$ cat src/gasa_pkg.sv
// ----------------------------------------------------------------------------
// gasa_pkg
// Shared constants, codes and types of the glyph atlas shelf allocator.
// ----------------------------------------------------------------------------
package gasa_pkg;

  // Shelf table depth and largest atlas edge exponent
  localparam int unsigned MAX_SHELVES = 64;
  localparam int unsigned EDGE_BITS   = 14;

  localparam int unsigned PADDING     = 1;

  // Field and datapath widths
  localparam int unsigned COORD_W  = 14;            // rect sizes, placed x/y
  localparam int unsigned EDGE_W   = 15;            // edges, shelf coordinates
  localparam int unsigned SUM_W    = EDGE_W + 1;    // coordinate plus size
  localparam int unsigned PROD_W   = 2 * EDGE_W;
  localparam int unsigned OFFSET_W = 28;
  localparam int unsigned ATLAS_W  = 16;
  localparam int unsigned IDX_W    = $clog2(MAX_SHELVES);
  localparam int unsigned CNT_W    = $clog2(MAX_SHELVES + 1);

  localparam logic [SUM_W-1:0] EDGE_CAP = SUM_W'(1) << EDGE_BITS;

  // Stream packing
  localparam int unsigned IN_FIELDS_W  = 2 * COORD_W;
  localparam int unsigned IN_TDATA_W   = ((IN_FIELDS_W + 7) / 8) * 8;
  localparam int unsigned OUT_FIELDS_W = 2 * COORD_W + OFFSET_W + ATLAS_W + EDGE_W;
  localparam int unsigned OUT_TDATA_W  = ((OUT_FIELDS_W + 7) / 8) * 8;
  localparam int unsigned OUT_TUSER_W  = 3;

  // Configuration register map
  localparam int unsigned CFG_IDX_W = 1;
  localparam logic [CFG_IDX_W-1:0] REG_INITIAL_EDGE = 1'd0;
  localparam logic [CFG_IDX_W-1:0] REG_MAX_EDGE     = 1'd1;

  localparam logic [EDGE_W-1:0] INITIAL_EDGE_RST = 15'd512;
  localparam logic [EDGE_W-1:0] MAX_EDGE_RST     = 15'd4096;

  typedef enum logic [2:0] {
    ST_IDLE,
    ST_CHECK,
    ST_SCAN,
    ST_EXTEND,
    ST_MUL,
    ST_FIN
  } gasa_state_t;

  // Effective configuration, from the register block to the controller
  typedef struct packed {
    logic              settled;
    logic [EDGE_W-1:0] eff_max;
    logic [EDGE_W-1:0] eff_init;
    logic [EDGE_W-1:0] top;
  } gasa_cfg_t;

  // Broadcast from the controller to every shelf cell
  typedef struct packed {
    logic [COORD_W-1:0] rect_w;
    logic [COORD_W-1:0] rect_h;
    logic [EDGE_W-1:0]  edge_len;
    logic [CNT_W-1:0]   count;
    logic               wr_en;
    logic [IDX_W-1:0]   wr_idx;
    logic [EDGE_W-1:0]  wr_next_x;
    logic [EDGE_W-1:0]  wr_top_y;
    logic [EDGE_W-1:0]  wr_bottom;
  } gasa_ctl_t;

  // Response of one shelf cell; fields are zero unless hit or miss
  typedef struct packed {
    logic              hit;
    logic              miss;
    logic [EDGE_W-1:0] px;
    logic [EDGE_W-1:0] py;
    logic [EDGE_W-1:0] bottom;
  } gasa_rsp_t;

endpackage

$ cat src/gasa_cell.sv
// ----------------------------------------------------------------------------
// gasa_cell
// One shelf of the atlas; tests the request when the scan token is here and
// hands the token to the next shelf when the rectangle does not fit there, unless it is the last shelf.
// ----------------------------------------------------------------------------
module gasa_cell (
  input  logic                          clk,
  input  logic                          rst_n,
  input  logic [gasa_pkg::IDX_W-1:0]    cell_idx,
  input  gasa_pkg::gasa_ctl_t           ctl,
  input  logic                          tok_in,
  output logic                          tok_out,
  output gasa_pkg::gasa_rsp_t           rsp
);

  localparam int unsigned EW = gasa_pkg::EDGE_W;
  localparam int unsigned SW = gasa_pkg::SUM_W;
  localparam int unsigned CW = gasa_pkg::CNT_W;

  logic          tok_r;
  logic [EW-1:0] next_x_r;
  logic [EW-1:0] top_y_r;
  logic [EW-1:0] bottom_r;

  logic [SW-1:0] xe;
  logic [SW-1:0] ye;
  logic [SW-1:0] edge_ext;
  logic          last;
  logic          fits;
  logic          hit;
  logic          miss;

  assign xe       = SW'(next_x_r) + SW'(ctl.rect_w);
  assign ye       = SW'(top_y_r) + SW'(ctl.rect_h);
  assign edge_ext = SW'(ctl.edge_len);
  assign last     = (CW'(cell_idx) + CW'(1)) == ctl.count;

  // last shelf may grow downward; earlier ones must fit under their bottom
  assign fits = (xe < edge_ext) && (ye < edge_ext) && (last || (ye < SW'(bottom_r)));

  assign hit     = tok_r && fits;
  assign miss    = tok_r && !fits && last;
  assign tok_out = tok_r && !fits && !last;

  assign rsp.hit    = hit;
  assign rsp.miss   = miss;
  assign rsp.px     = hit  ? next_x_r : '0;
  assign rsp.py     = hit  ? top_y_r  : '0;
  assign rsp.bottom = miss ? bottom_r : '0;

  always_ff @(posedge clk) begin
    if (!rst_n) begin
      tok_r <= 1'b0;
    end else begin
      tok_r <= tok_in;
    end
  end

  always_ff @(posedge clk) begin
    if (ctl.wr_en && (ctl.wr_idx == cell_idx)) begin
      next_x_r <= ctl.wr_next_x;
      top_y_r  <= ctl.wr_top_y;
      bottom_r <= ctl.wr_bottom;
    end else if (hit) begin
      next_x_r <= xe[EW-1:0] + EW'(gasa_pkg::PADDING);
      if (last && (ye > SW'(bottom_r))) begin
        bottom_r <= ye[EW-1:0];
      end
    end
  end

endmodule

$ cat config.mk
export PLATFORM = sky130hd
export DESIGN_NAME = gasa_cell
export DESIGN_NICKNAME = d
export VERILOG_FILES = /design/src/gasa_pkg.sv /design/src/gasa_cell.sv
export SDC_FILE = /design/constraint.sdc
export NUM_CORES = 1
export LEC_CHECK = 0
export BUFFER_PORTS_ARGS = -buffer_cell sky130_fd_sc_hd__buf_2
export CORE_MARGIN = 2
export CORE_UTILIZATION = 25
export DETAILED_ROUTE_END_ITERATION = 7
export SLEW_MARGIN = 20
export SYNTH_ARGS = -nofsm -noshare
export SYNTH_HDL_FRONTEND = slang
export SYNTH_SLANG_ARGS = --single-unit
$ cat constraint.sdc
create_clock -name clk -period 12.07 [get_ports clk]
set_input_delay 0.6035 -clock clk [delete_from_list [all_inputs] [get_ports clk]]
set_output_delay 0.6035 -clock clk [all_outputs]
set_load 0.005 [all_outputs]
==> out/qor.yml <==
place:
  port_buffers: 158
  hpwlAfterDp_mm: 13.0
  pre_cts_ws_ns: 6.17
  place_area_sq_um: 6210
  gp_congestion: 0.856
  dp_cells: 968
global_route:
  overflow: 0
  antenna_found_initial: 1
  track_usage_pct: 14.8
  grt_pass1_vias: 4787
  grt_max_degree: 53
  grt_pass1_wl_mm: 25.2
cts:
  cts.htree.levels: 2
  cts_setup_buffers: 0
  cts_buffers: 5
  postCtsHoldBufs: 0
  clockBufferDepth: 2
  cts_tree: "yes"
  clk_latency_ns: 0.30
  post_cts_resized: 0
  cts.sink_count: 46
  cts-root-buf: "clkbuf_16"
  cts.clk_slew.worst_paths_ns: 0.07
setup_path:
  endpoint_kind: "primary output"
  reg2reg_slack_ns: 6.75
  arrival_ns: 5.23
  endpoint: "rsp[28]"
  rr_endpoint: "next_x_r[7]"
  crit_start: "ctl[74]"
  cp-start-kind: "input port"
  r2r-start: "top_y_r[0]"
  path_class: "input port to primary output"
  r2r_cells: 18
  crit_fanout: 34
  critPathRequiredTime_ns: 11.47
layout:
  fin_area_sq_um: 6380
  final_cells: 977
  final_common_cell: "buf_2"
  syn2layout_area_growth_pct: 24.7
  final_cell_mix: "buf_2 (158), ha_1 (73), inv_1 (46), edfxtp_1 (45), nand2_1 (33)"
  drive_above_1_share_pct: 28.5
  final_util_pct: 31.7
  finalNetCount: 891
die:
  fp.dieArea_sq_um: 21600
  start_util_pct: 25.4
  core_sq_um: 20200
  die_x_um: 147
  num_rows: 52
  die_y_um: 147
  io_pins: 159
synth:
  yosys.area_share.simple_pct: 21.1
  yosys.area_share.adder_pct: 18.6
  yosysWarnings: 0
  yosys-top-cells-area: "edfxtp_1 (26%), ha_1 (18%), and4b_1 (6.1%)"
  avgSynthCellArea_sq_um: 9.19
  synth_cell_types: 60
  async_reset_ff_share_pct: 0
  synth_compound_area_share_pct: 17.5
  netlist_area_sq_um: 5120
  ys_seq_area_share_pct: 26.8
  muxShareOfSynthArea_pct: 2.86
  yosysTopAreaCellShare_pct: 26.4
  ys_seq_elements: 46
  synth_top_family_by_area: "simple AND/OR/NAND/NOR gates"
  syn_nets: 743
  ys.flop_type: "edfxtp_1"
  synth_top_area_cell: "edfxtp_1"
  synth_xor_area_share_pct: 7.70
  synthCells: 557
  synth_edf_count: 45
route:
  ant_nets: 0
  vias_per_cell: 4.76
  firstDrtPassIters: 4
  wire_per_inst_um: 16.5
  drt-total-wl_mm: 16.1
  vias: 4655
  drc: 0
  drtIter0Drc: 237
min_path:
  hold_path_class: "input port to flip-flop"
timing:
  worstMarginPinSlew_ns: 0.833
  fin_ws_ns: 6.23
  setup_viol: 0
  final_hold_viol_count: 0
  fin_skew_ns: 0.00458
  rsz0062_at_grt: "false"
  fmax_mhz: 171
  finalCritPeriodShare_pct: 48.4
  drv_slew: 0
  fin_tns_setup_ns: 0
  maxSlewHeadroom_pct: 44.4
  fin_crit_ns: 5.84
power_and_ir_drop:
  p_leak_uw: 0.00299
  power.density_nw_per_um2: 85.8
  peakVddDrop_mv: 0.0588
job:
  cap_violations: 0
status:
  status: "finished clean"
## how the worst min path moves through the flow
stage | from | endpoint | depth (start not counted)
detailed placement | ctl[17] | top_y_r[2] | 1
CTS | ctl[25] | top_y_r[10] | 1
global placement | ctl[21] | top_y_r[6] | 1
global route | ctl[19] | top_y_r[4] | 1
finish | ctl[17] | top_y_r[2] | 1
floorplan | ctl[15] | top_y_r[0] | 0
## stage by stage
stage          total power [uW]  hold slack (ns)
5_1_grt                     587            0.463
2_1_floorplan               322            0.702
3_5_place_dp                386            0.782
3_3_place_gp                383            0.781
4_1_cts                     556            0.464
6_report                    548            0.477
## final cells by class
type                            instances  area [sq um]
Clock inverter                          2          37.5
Timing Repair Buffer                  163           828
Tap cell                              270           338
Multi-Input combinational cell        441          3500
Inverter                               48           180
Antenna cell                            1          2.50
Fill cell                            2186         13800
Clock buffer                            6           129
Sequential cell                        46          1370
## cell usage after synthesis (all sizes together), types with 8 or more instances
library cell	instances
ha	73
inv	47
edfxtp	45
o21ai	35
nand2	33
and4b	31
a21oi	30
nor2	27
xnor2	24
xor2	21
a21o	18
nor3	17
clkbuf	14
mux2	13
nand4	12
a31oi	11
nand3	11
buf	8
## report_power, final
group          internal [uW]  leakage (uW)  switching (uW)
combinational           84.9       0.00250             113
clock                   98.2     0.0000771            68.3
sequential               182      0.000414            1.69
## flip-flops by register name, indices dropped and copies added (netlist names)
signal,flops
bottom_r,15
next_x_r,15
top_y_r,15
tok_r,1
## kinds of logic (layout without fill, tap and decap cells)
logic type / after synthesis / after routing
fa+ha+maj: 75 / 75
xor+xnor: 45 / 45
compound gates: 135 / 135
flops: 46 / 46
buf+inv: 70 / 219
simple gates: 173 / 173
other cells: 0 / 1
mux: 13 / 13
## critical path, cell delays in order
cell,delay [ns]
buf_2,0.10
ha_1,0.23
fa_1,0.41
a21o_1,0.19
a21oi_1,0.21
o21bai_1,0.09
a21oi_1,0.23
o21bai_1,0.15
a21oi_1,0.32
xnor2_1,0.19
ha_1,0.21
a2111oi_0,0.34
o21ai_0,0.18
o221ai_1,0.23
a31oi_1,0.06
and4b_1,0.27
o21a_1,0.39
buf_4,0.44
and4b_1,0.27
buf_2,0.12
## routing by layer
layer,track usage [%],routed length (um),vias up
li1,-,-,2384
met1,18.0,7000,2121
met2,26.6,7790,143
met3,3.82,1230,7
met4,2.50,114,0
met5,0,0,-
Power figures use the tool's default switching activity.
