**config.mk**
```make
export PLATFORM = sky130hd
export DESIGN_NAME = gasa_cfg
export DESIGN_NICKNAME = d
export VERILOG_FILES = /design/src/gasa_pkg.sv /design/src/gasa_cfg.sv
export SDC_FILE = /design/constraint.sdc
export NUM_CORES = 1
export LEC_CHECK = 0
export BUFFER_PORTS_ARGS = -buffer_cell sky130_fd_sc_hd__buf_2
export CAP_MARGIN = 20
export CELL_PAD_IN_SITES_DETAIL_PLACEMENT = 0
export CELL_PAD_IN_SITES_GLOBAL_PLACEMENT = 1
export CORE_ASPECT_RATIO = 1.2
export CORE_UTILIZATION = 41
export DETAILED_ROUTE_END_ITERATION = 8
export HOLD_SLACK_MARGIN = 0.06
export PLACE_DENSITY_LB_ADDON = 0.05
export SKIP_CTS_REPAIR_TIMING = 1
export SLEW_MARGIN = 5
export SYNTH_ARGS = -nofsm -noshare
export SYNTH_HDL_FRONTEND = slang
export SYNTH_SLANG_ARGS = --single-unit
```
**constraint.sdc**
```tcl
create_clock -name clk -period 2.8 [get_ports clk]
set_input_delay 0.14 -clock clk [delete_from_list [all_inputs] [get_ports clk]]
set_output_delay 0.14 -clock clk [all_outputs]
set_load 0.01 [all_outputs]
```
**src/gasa_pkg.sv**
```systemverilog
// ----------------------------------------------------------------------------
// gasa_pkg
// Shared constants, codes and types of the glyph atlas shelf allocator.
// ----------------------------------------------------------------------------
package gasa_pkg;

  // Shelf table depth and largest atlas edge exponent
  localparam int unsigned MAX_SHELVES = 64;
  localparam int unsigned EDGE_BITS   = 14;

  localparam int unsigned PADDING     = 1;

  // Field and datapath widths
  localparam int unsigned COORD_W  = 14;            // rect sizes, placed x/y
  localparam int unsigned EDGE_W   = 15;            // edges, shelf coordinates
  localparam int unsigned SUM_W    = EDGE_W + 1;    // coordinate plus size
  localparam int unsigned PROD_W   = 2 * EDGE_W;
  localparam int unsigned OFFSET_W = 28;
  localparam int unsigned ATLAS_W  = 16;
  localparam int unsigned IDX_W    = $clog2(MAX_SHELVES);
  localparam int unsigned CNT_W    = $clog2(MAX_SHELVES + 1);

  localparam logic [SUM_W-1:0] EDGE_CAP = SUM_W'(1) << EDGE_BITS;

  // Stream packing
  localparam int unsigned IN_FIELDS_W  = 2 * COORD_W;
  localparam int unsigned IN_TDATA_W   = ((IN_FIELDS_W + 7) / 8) * 8;
  localparam int unsigned OUT_FIELDS_W = 2 * COORD_W + OFFSET_W + ATLAS_W + EDGE_W;
  localparam int unsigned OUT_TDATA_W  = ((OUT_FIELDS_W + 7) / 8) * 8;
  localparam int unsigned OUT_TUSER_W  = 3;

  // Configuration register map
  localparam int unsigned CFG_IDX_W = 1;
  localparam logic [CFG_IDX_W-1:0] REG_INITIAL_EDGE = 1'd0;
  localparam logic [CFG_IDX_W-1:0] REG_MAX_EDGE     = 1'd1;

  localparam logic [EDGE_W-1:0] INITIAL_EDGE_RST = 15'd512;
  localparam logic [EDGE_W-1:0] MAX_EDGE_RST     = 15'd4096;

  typedef enum logic [2:0] {
    ST_IDLE,
    ST_CHECK,
    ST_SCAN,
    ST_EXTEND,
    ST_MUL,
    ST_FIN
  } gasa_state_t;

  // Effective configuration, from the register block to the controller
  typedef struct packed {
    logic              settled;
    logic [EDGE_W-1:0] eff_max;
    logic [EDGE_W-1:0] eff_init;
    logic [EDGE_W-1:0] top;
  } gasa_cfg_t;

  // Broadcast from the controller to every shelf cell
  typedef struct packed {
    logic [COORD_W-1:0] rect_w;
    logic [COORD_W-1:0] rect_h;
    logic [EDGE_W-1:0]  edge_len;
    logic [CNT_W-1:0]   count;
    logic               wr_en;
    logic [IDX_W-1:0]   wr_idx;
    logic [EDGE_W-1:0]  wr_next_x;
    logic [EDGE_W-1:0]  wr_top_y;
    logic [EDGE_W-1:0]  wr_bottom;
  } gasa_ctl_t;

  // Response of one shelf cell; fields are zero unless hit or miss
  typedef struct packed {
    logic              hit;
    logic              miss;
    logic [EDGE_W-1:0] px;
    logic [EDGE_W-1:0] py;
    logic [EDGE_W-1:0] bottom;
  } gasa_rsp_t;

endpackage

```
**src/gasa_cfg.sv**
```systemverilog
// ----------------------------------------------------------------------------
// gasa_cfg
// Configuration registers, effective edge limits and largest reachable edge.
// ----------------------------------------------------------------------------
module gasa_cfg (
  input  logic                               clk,
  input  logic                               rst_n,
  input  logic                               cfg_valid,
  input  logic [gasa_pkg::CFG_IDX_W-1:0]     cfg_index,
  input  logic [gasa_pkg::EDGE_W-1:0]        cfg_data,
  output gasa_pkg::gasa_cfg_t                cfg_o
);

  localparam int unsigned EW = gasa_pkg::EDGE_W;

  logic [EW-1:0]   init_edge_r;
  logic [EW-1:0]   max_edge_r;
  logic [EW-1:0]   eff_max_r;
  logic [EW-1:0]   eff_init_r;
  logic [EW-1:0]   top_r;
  logic [1:0]      settle_r;

  logic [gasa_pkg::SUM_W-1:0] max_ext;
  logic [EW-1:0]   eff_max_nxt;
  logic [EW-1:0]   eff_init_nxt;
  logic [EW-1:0]   top_nxt;
  logic [EW:0]     fits;
  logic [2*EW-1:0] shifted [EW];

  // Clamp max to [1, cap], then init to [1, max]
  assign max_ext = gasa_pkg::SUM_W'(max_edge_r);

  always_comb begin
    if (max_edge_r == '0) begin
      eff_max_nxt = EW'(1);
    end else if (max_ext > gasa_pkg::EDGE_CAP) begin
      eff_max_nxt = gasa_pkg::EDGE_CAP[EW-1:0];
    end else begin
      eff_max_nxt = max_edge_r;
    end
    if (init_edge_r == '0) begin
      eff_init_nxt = EW'(1);
    end else if (init_edge_r > eff_max_nxt) begin
      eff_init_nxt = eff_max_nxt;
    end else begin
      eff_init_nxt = init_edge_r;
    end
  end

  // Largest init << k not above max; fit flags form a prefix
  always_comb begin
    fits[EW] = 1'b0;
    for (int k = 0; k < EW; k++) begin
      shifted[k] = (2*EW)'(eff_init_r) << k;
      fits[k]    = shifted[k] <= (2*EW)'(eff_max_r);
    end
    top_nxt = '0;
    for (int k = 0; k < EW; k++) begin
      if (fits[k] && !fits[k+1]) begin
        top_nxt = top_nxt | shifted[k][EW-1:0];
      end
    end
  end

  always_ff @(posedge clk) begin
    if (!rst_n) begin
      init_edge_r <= gasa_pkg::INITIAL_EDGE_RST;
      max_edge_r  <= gasa_pkg::MAX_EDGE_RST;
      settle_r    <= 2'd2;
    end else begin
      if (cfg_valid) begin
        case (cfg_index)
          gasa_pkg::REG_INITIAL_EDGE: init_edge_r <= cfg_data;
          gasa_pkg::REG_MAX_EDGE:     max_edge_r  <= cfg_data;
          default: ;
        endcase
        settle_r <= 2'd2;
      end else if (settle_r != 2'd0) begin
        settle_r <= settle_r - 2'd1;
      end
    end
  end

  always_ff @(posedge clk) begin
    eff_max_r  <= eff_max_nxt;
    eff_init_r <= eff_init_nxt;
    top_r      <= top_nxt;
  end

  assign cfg_o.settled  = (settle_r == 2'd0);
  assign cfg_o.eff_max  = eff_max_r;
  assign cfg_o.eff_init = eff_init_r;
  assign cfg_o.top      = top_r;

endmodule

```
==> impl_metrics.env <==
export IMPL_ir_drop_mv=0.318
export IMPL_r2r_end="top_r[9]"
export IMPL_grt_usage=0.274
export IMPL_post_dp_hpwl_mm=16.9
export IMPL_numPortBuffers=64
export IMPL_wl_per_cell_um=19.0
export IMPL_synthXorXnorAreaFrac=0.00138
export IMPL_hold_violations=0
export IMPL_cts_root_buf="clkbuf_16"
export IMPL_synth_fa_ha_area_frac=0.267
export IMPL_tightest_slew_ns=0.638
export IMPL_first_pass_iters=9
export IMPL_die_w_um=116
export IMPL_synth_compound_area_share=0.206
export IMPL_first_iter_violations=563
export IMPL_routed_top_layer="met4"
export IMPL_viasPerCell=5.83
export IMPL_diodes=0
export IMPL_cts_tree="yes"
export IMPL_whs_ns=0.0325
export IMPL_ant_nets=0
export IMPL_p_per_area_mw_per_mm2=579
export IMPL_reg2reg_from="eff_max_r[14]"
export IMPL_hold_path_class="in2reg"
export IMPL_synth_edf_count=0
export IMPL_layout_setup_ws_ns=-0.0123
export IMPL_netlist_area_mm2=0.00636
export IMPL_grt_pass1_wl_mm=33.9
export IMPL_layout_min_cycle_time_ns=2.81
export IMPL_yosysSeqAreaShare=0.242
export IMPL_grt_max_degree=33
export IMPL_nets=1092
export IMPL_critPathKind="reg2reg"
export IMPL_synth_top_area_frac=0.267
export IMPL_clock_sinks=77
export IMPL_grt_pass1_vias=6717
export IMPL_io_pins=65
export IMPL_place_area_mm2=0.00778
export IMPL_clk_path_buf_depth=2
export IMPL_arrival_ns=3.05
export IMPL_yosysWarnings=0
export IMPL_synth_ff_type="dfxtp_1"
export IMPL_antenna_found_initial=0
export IMPL_finalSetupViolCount=2
export IMPL_numCtsBuffers=9
export IMPL_dp_worst_setup_slack_ns=-0.145
export IMPL_p_leak_nw=4.08
export IMPL_violations="design-rule violations, negative setup slack"
export IMPL_cp_max_fo=7
export IMPL_syn_num_nets=907
export IMPL_wirelength_mm=21.8
export IMPL_timing_fmax_mhz=356
export IMPL_route_detailed_drc=9
export IMPL_period_share=1.00
export IMPL_drive_gt1_frac=0.307
export IMPL_met1Wirelength_mm=8.17
export IMPL_timing_reg2reg_setup_slack_ns=-0.01
export IMPL_clk_latency_ns=0.35
export IMPL_fin_skew_ns=0.00750
export IMPL_crit_chain="inv_4 -> ha_4 -> and4_1 -> a21boi_0 -> o32a_1 -> or4_4 -> and2_4 -> a222oi_1 -> nand3_1 -> a221o_1"
export IMPL_run_status="complete, but fails checks"
export IMPL_slew_violations=0
export IMPL_synthArstFlopShare=0
export IMPL_yosys_top_cells_area="ha_1 27%, dfxtp_1 24%, nand2_1 6.3%, a21boi_0 3.5%, a222oi_1 3.5%"
export IMPL_setup_worst_path_start_class="register"
export IMPL_syn_mean_instance_area_um2=8.46
export IMPL_core_mm2=0.0151
export IMPL_rsz0062_at_grt="true"
export IMPL_fillers=1441
export IMPL_syn_to_final_growth_pct=36.9
export IMPL_dieArea_mm2=0.0160
export IMPL_r2r_cells=10
export IMPL_synth_top_family_by_area="adder cells"
export IMPL_syn_inst=752
export IMPL_fin_area_mm2=0.00871
export IMPL_rows=49
export IMPL_startpoint="eff_max_r[14]"
export IMPL_met3WireLength_mm=1.04
export IMPL_die_y_um=138
export IMPL_synth_seq_cells=77
export IMPL_cap_violations=0
export IMPL_vias=6684
export IMPL_yosys_area_share_simple=0.215
export IMPL_muxShareOfSynthArea=0.0254
export IMPL_p_total_mw=5.04
export IMPL_synth_cell_types=60
export IMPL_tns_ns=-0.0197
export IMPL_yosys_area_top_type="ha_1"
export IMPL_slew_headroom=0.575
export IMPL_gp_congestion=0.931
export IMPL_initial_core_util=0.422
export IMPL_crit_path_end="top_r[9]"
export IMPL_htree_levels=3
export IMPL_clkTransAtPathRegs_ns=0.06
export IMPL_met2WireLength_mm=11.6
export IMPL_cp_slowest_cell="or4_4"
export IMPL_grt_ovfl_total=0
export IMPL_critical_path_max_stage_delay_ns=0.44
export IMPL_worstHoldStart="cfg_data[9]"
export IMPL_end_kind="register"
export IMPL_crit_required_ns=3.04
[cell families (layout without fill, tap and decap cells)]
group | after synthesis | after routing
AND/OR/NAND/NOR | 272 | 272
adder cells (fa/ha/maj) | 136 | 136
AO/OA/AOI/OAI | 180 | 180
multiplexers | 16 | 16
buffers and inverters | 70 | 260
XOR/XNOR | 1 | 1
flip-flops | 77 | 77
[sequential cells by signal, indices dropped and copies added (netlist names)]
name / flops
eff_init_r: 15
init_edge_r: 15
top_r: 15
eff_max_r: 15
max_edge_r: 15
settle_r: 2
[worst min-delay path by stage]
| stage | endpoint | cells past startpoint |
|---|---|---|
| 6_report | init_edge_r[9] | 3 |
| 2_1_floorplan | settle_r[0] | 1 |
| 3_5_place_dp | max_edge_r[12] | 3 |
| 5_1_grt | init_edge_r[11] | 3 |
| 4_1_cts | max_edge_r[12] | 3 |
| 3_3_place_gp | max_edge_r[12] | 3 |
[layout by cell type, fill, tap and decap left out, types with 7 or more instances in the layout]
cell	count
ha_1	126
buf_4	113
nand2_1	103
buf_2	66
dfxtp_1	59
nor2_1	40
inv_1	34
a21oi_1	34
a21boi_0	29
nand3_1	25
nand4_1	22
a222oi_1	22
o21ai_0	16
mux2i_1	14
dfxtp_2	13
a21o_1	11
nor4_1	11
ha_4	10
clkbuf_16	10
a211oi_1	9
buf_6	9
a22oi_1	8
nor3_1	7
o21a_1	7
and3_1	7
dlygate4sd3_1	7
[Yosys cell counts (all sizes together) (7+ instances only)]
cell type and instances:
ha 136, nand2 106, dfxtp 77, inv 42, nor2 40, a21oi 37, a21boi 30, clkbuf 27
nand3 26, a222oi 22, nand4 22, nor4 19, o21ai 17, mux2i 15, a211oi 11, a21o 11
a22oi 10, nor3 10, o21a 8, or4 8, and3 7
[worst max-delay path, delay by kind of cell (launching register included)]
| kind | cells | cell delay [ns] |
|---|---|---|
| flip-flops | 1 | 0.33 |
| AO/OA/AOI/OAI | 4 | 1.08 |
| buffers and inverters | 1 | 0.10 |
| AND/OR/NAND/NOR | 4 | 0.97 |
| adder cells (fa/ha/maj) | 1 | 0.21 |
[where the power goes]
group / total, mW / leakage, nW / switching [mW] / internal (mW)
combinational: 2.47 / 3.29 / 1.31 / 1.16
sequential: 1.34 / 0.640 / 0.0991 / 1.24
clock: 1.24 / 0.152 / 0.490 / 0.749
total: 5.04 / 4.08 / 1.90 / 3.15
[area by class of cell]
cell class | instances | area, um^2 | area share
multi-input cells | 605 | 4920 | 0.564
clock inverters | 4 | 52.6 | 0.00603
inverters | 42 | 170 | 0.0195
clock buffers | 12 | 258 | 0.0296
repair buffers | 202 | 1490 | 0.170
flip-flops and latches | 77 | 1580 | 0.181
well taps | 204 | 255 | 0.0293
[per-stage QoR]
step,cells,utilization
6_report,1146,0.578
5_1_grt,1146,0.578
4_1_cts,1123,0.537
3_5_place_dp,1107,0.516
3_3_place_gp,1107,0.516
2_1_floorplan,752,-
[metal layers]
| metal | GRT usage | up-vias |
|---|---|---|
| met5 | 0 | - |
| met4 | 0.157 | 0 |
| met3 | 0.0544 | 65 |
| met2 | 0.500 | 226 |
| met1 | 0.287 | 3166 |
| li1 | - | 3227 |
(Power assumes the default switching activity.)
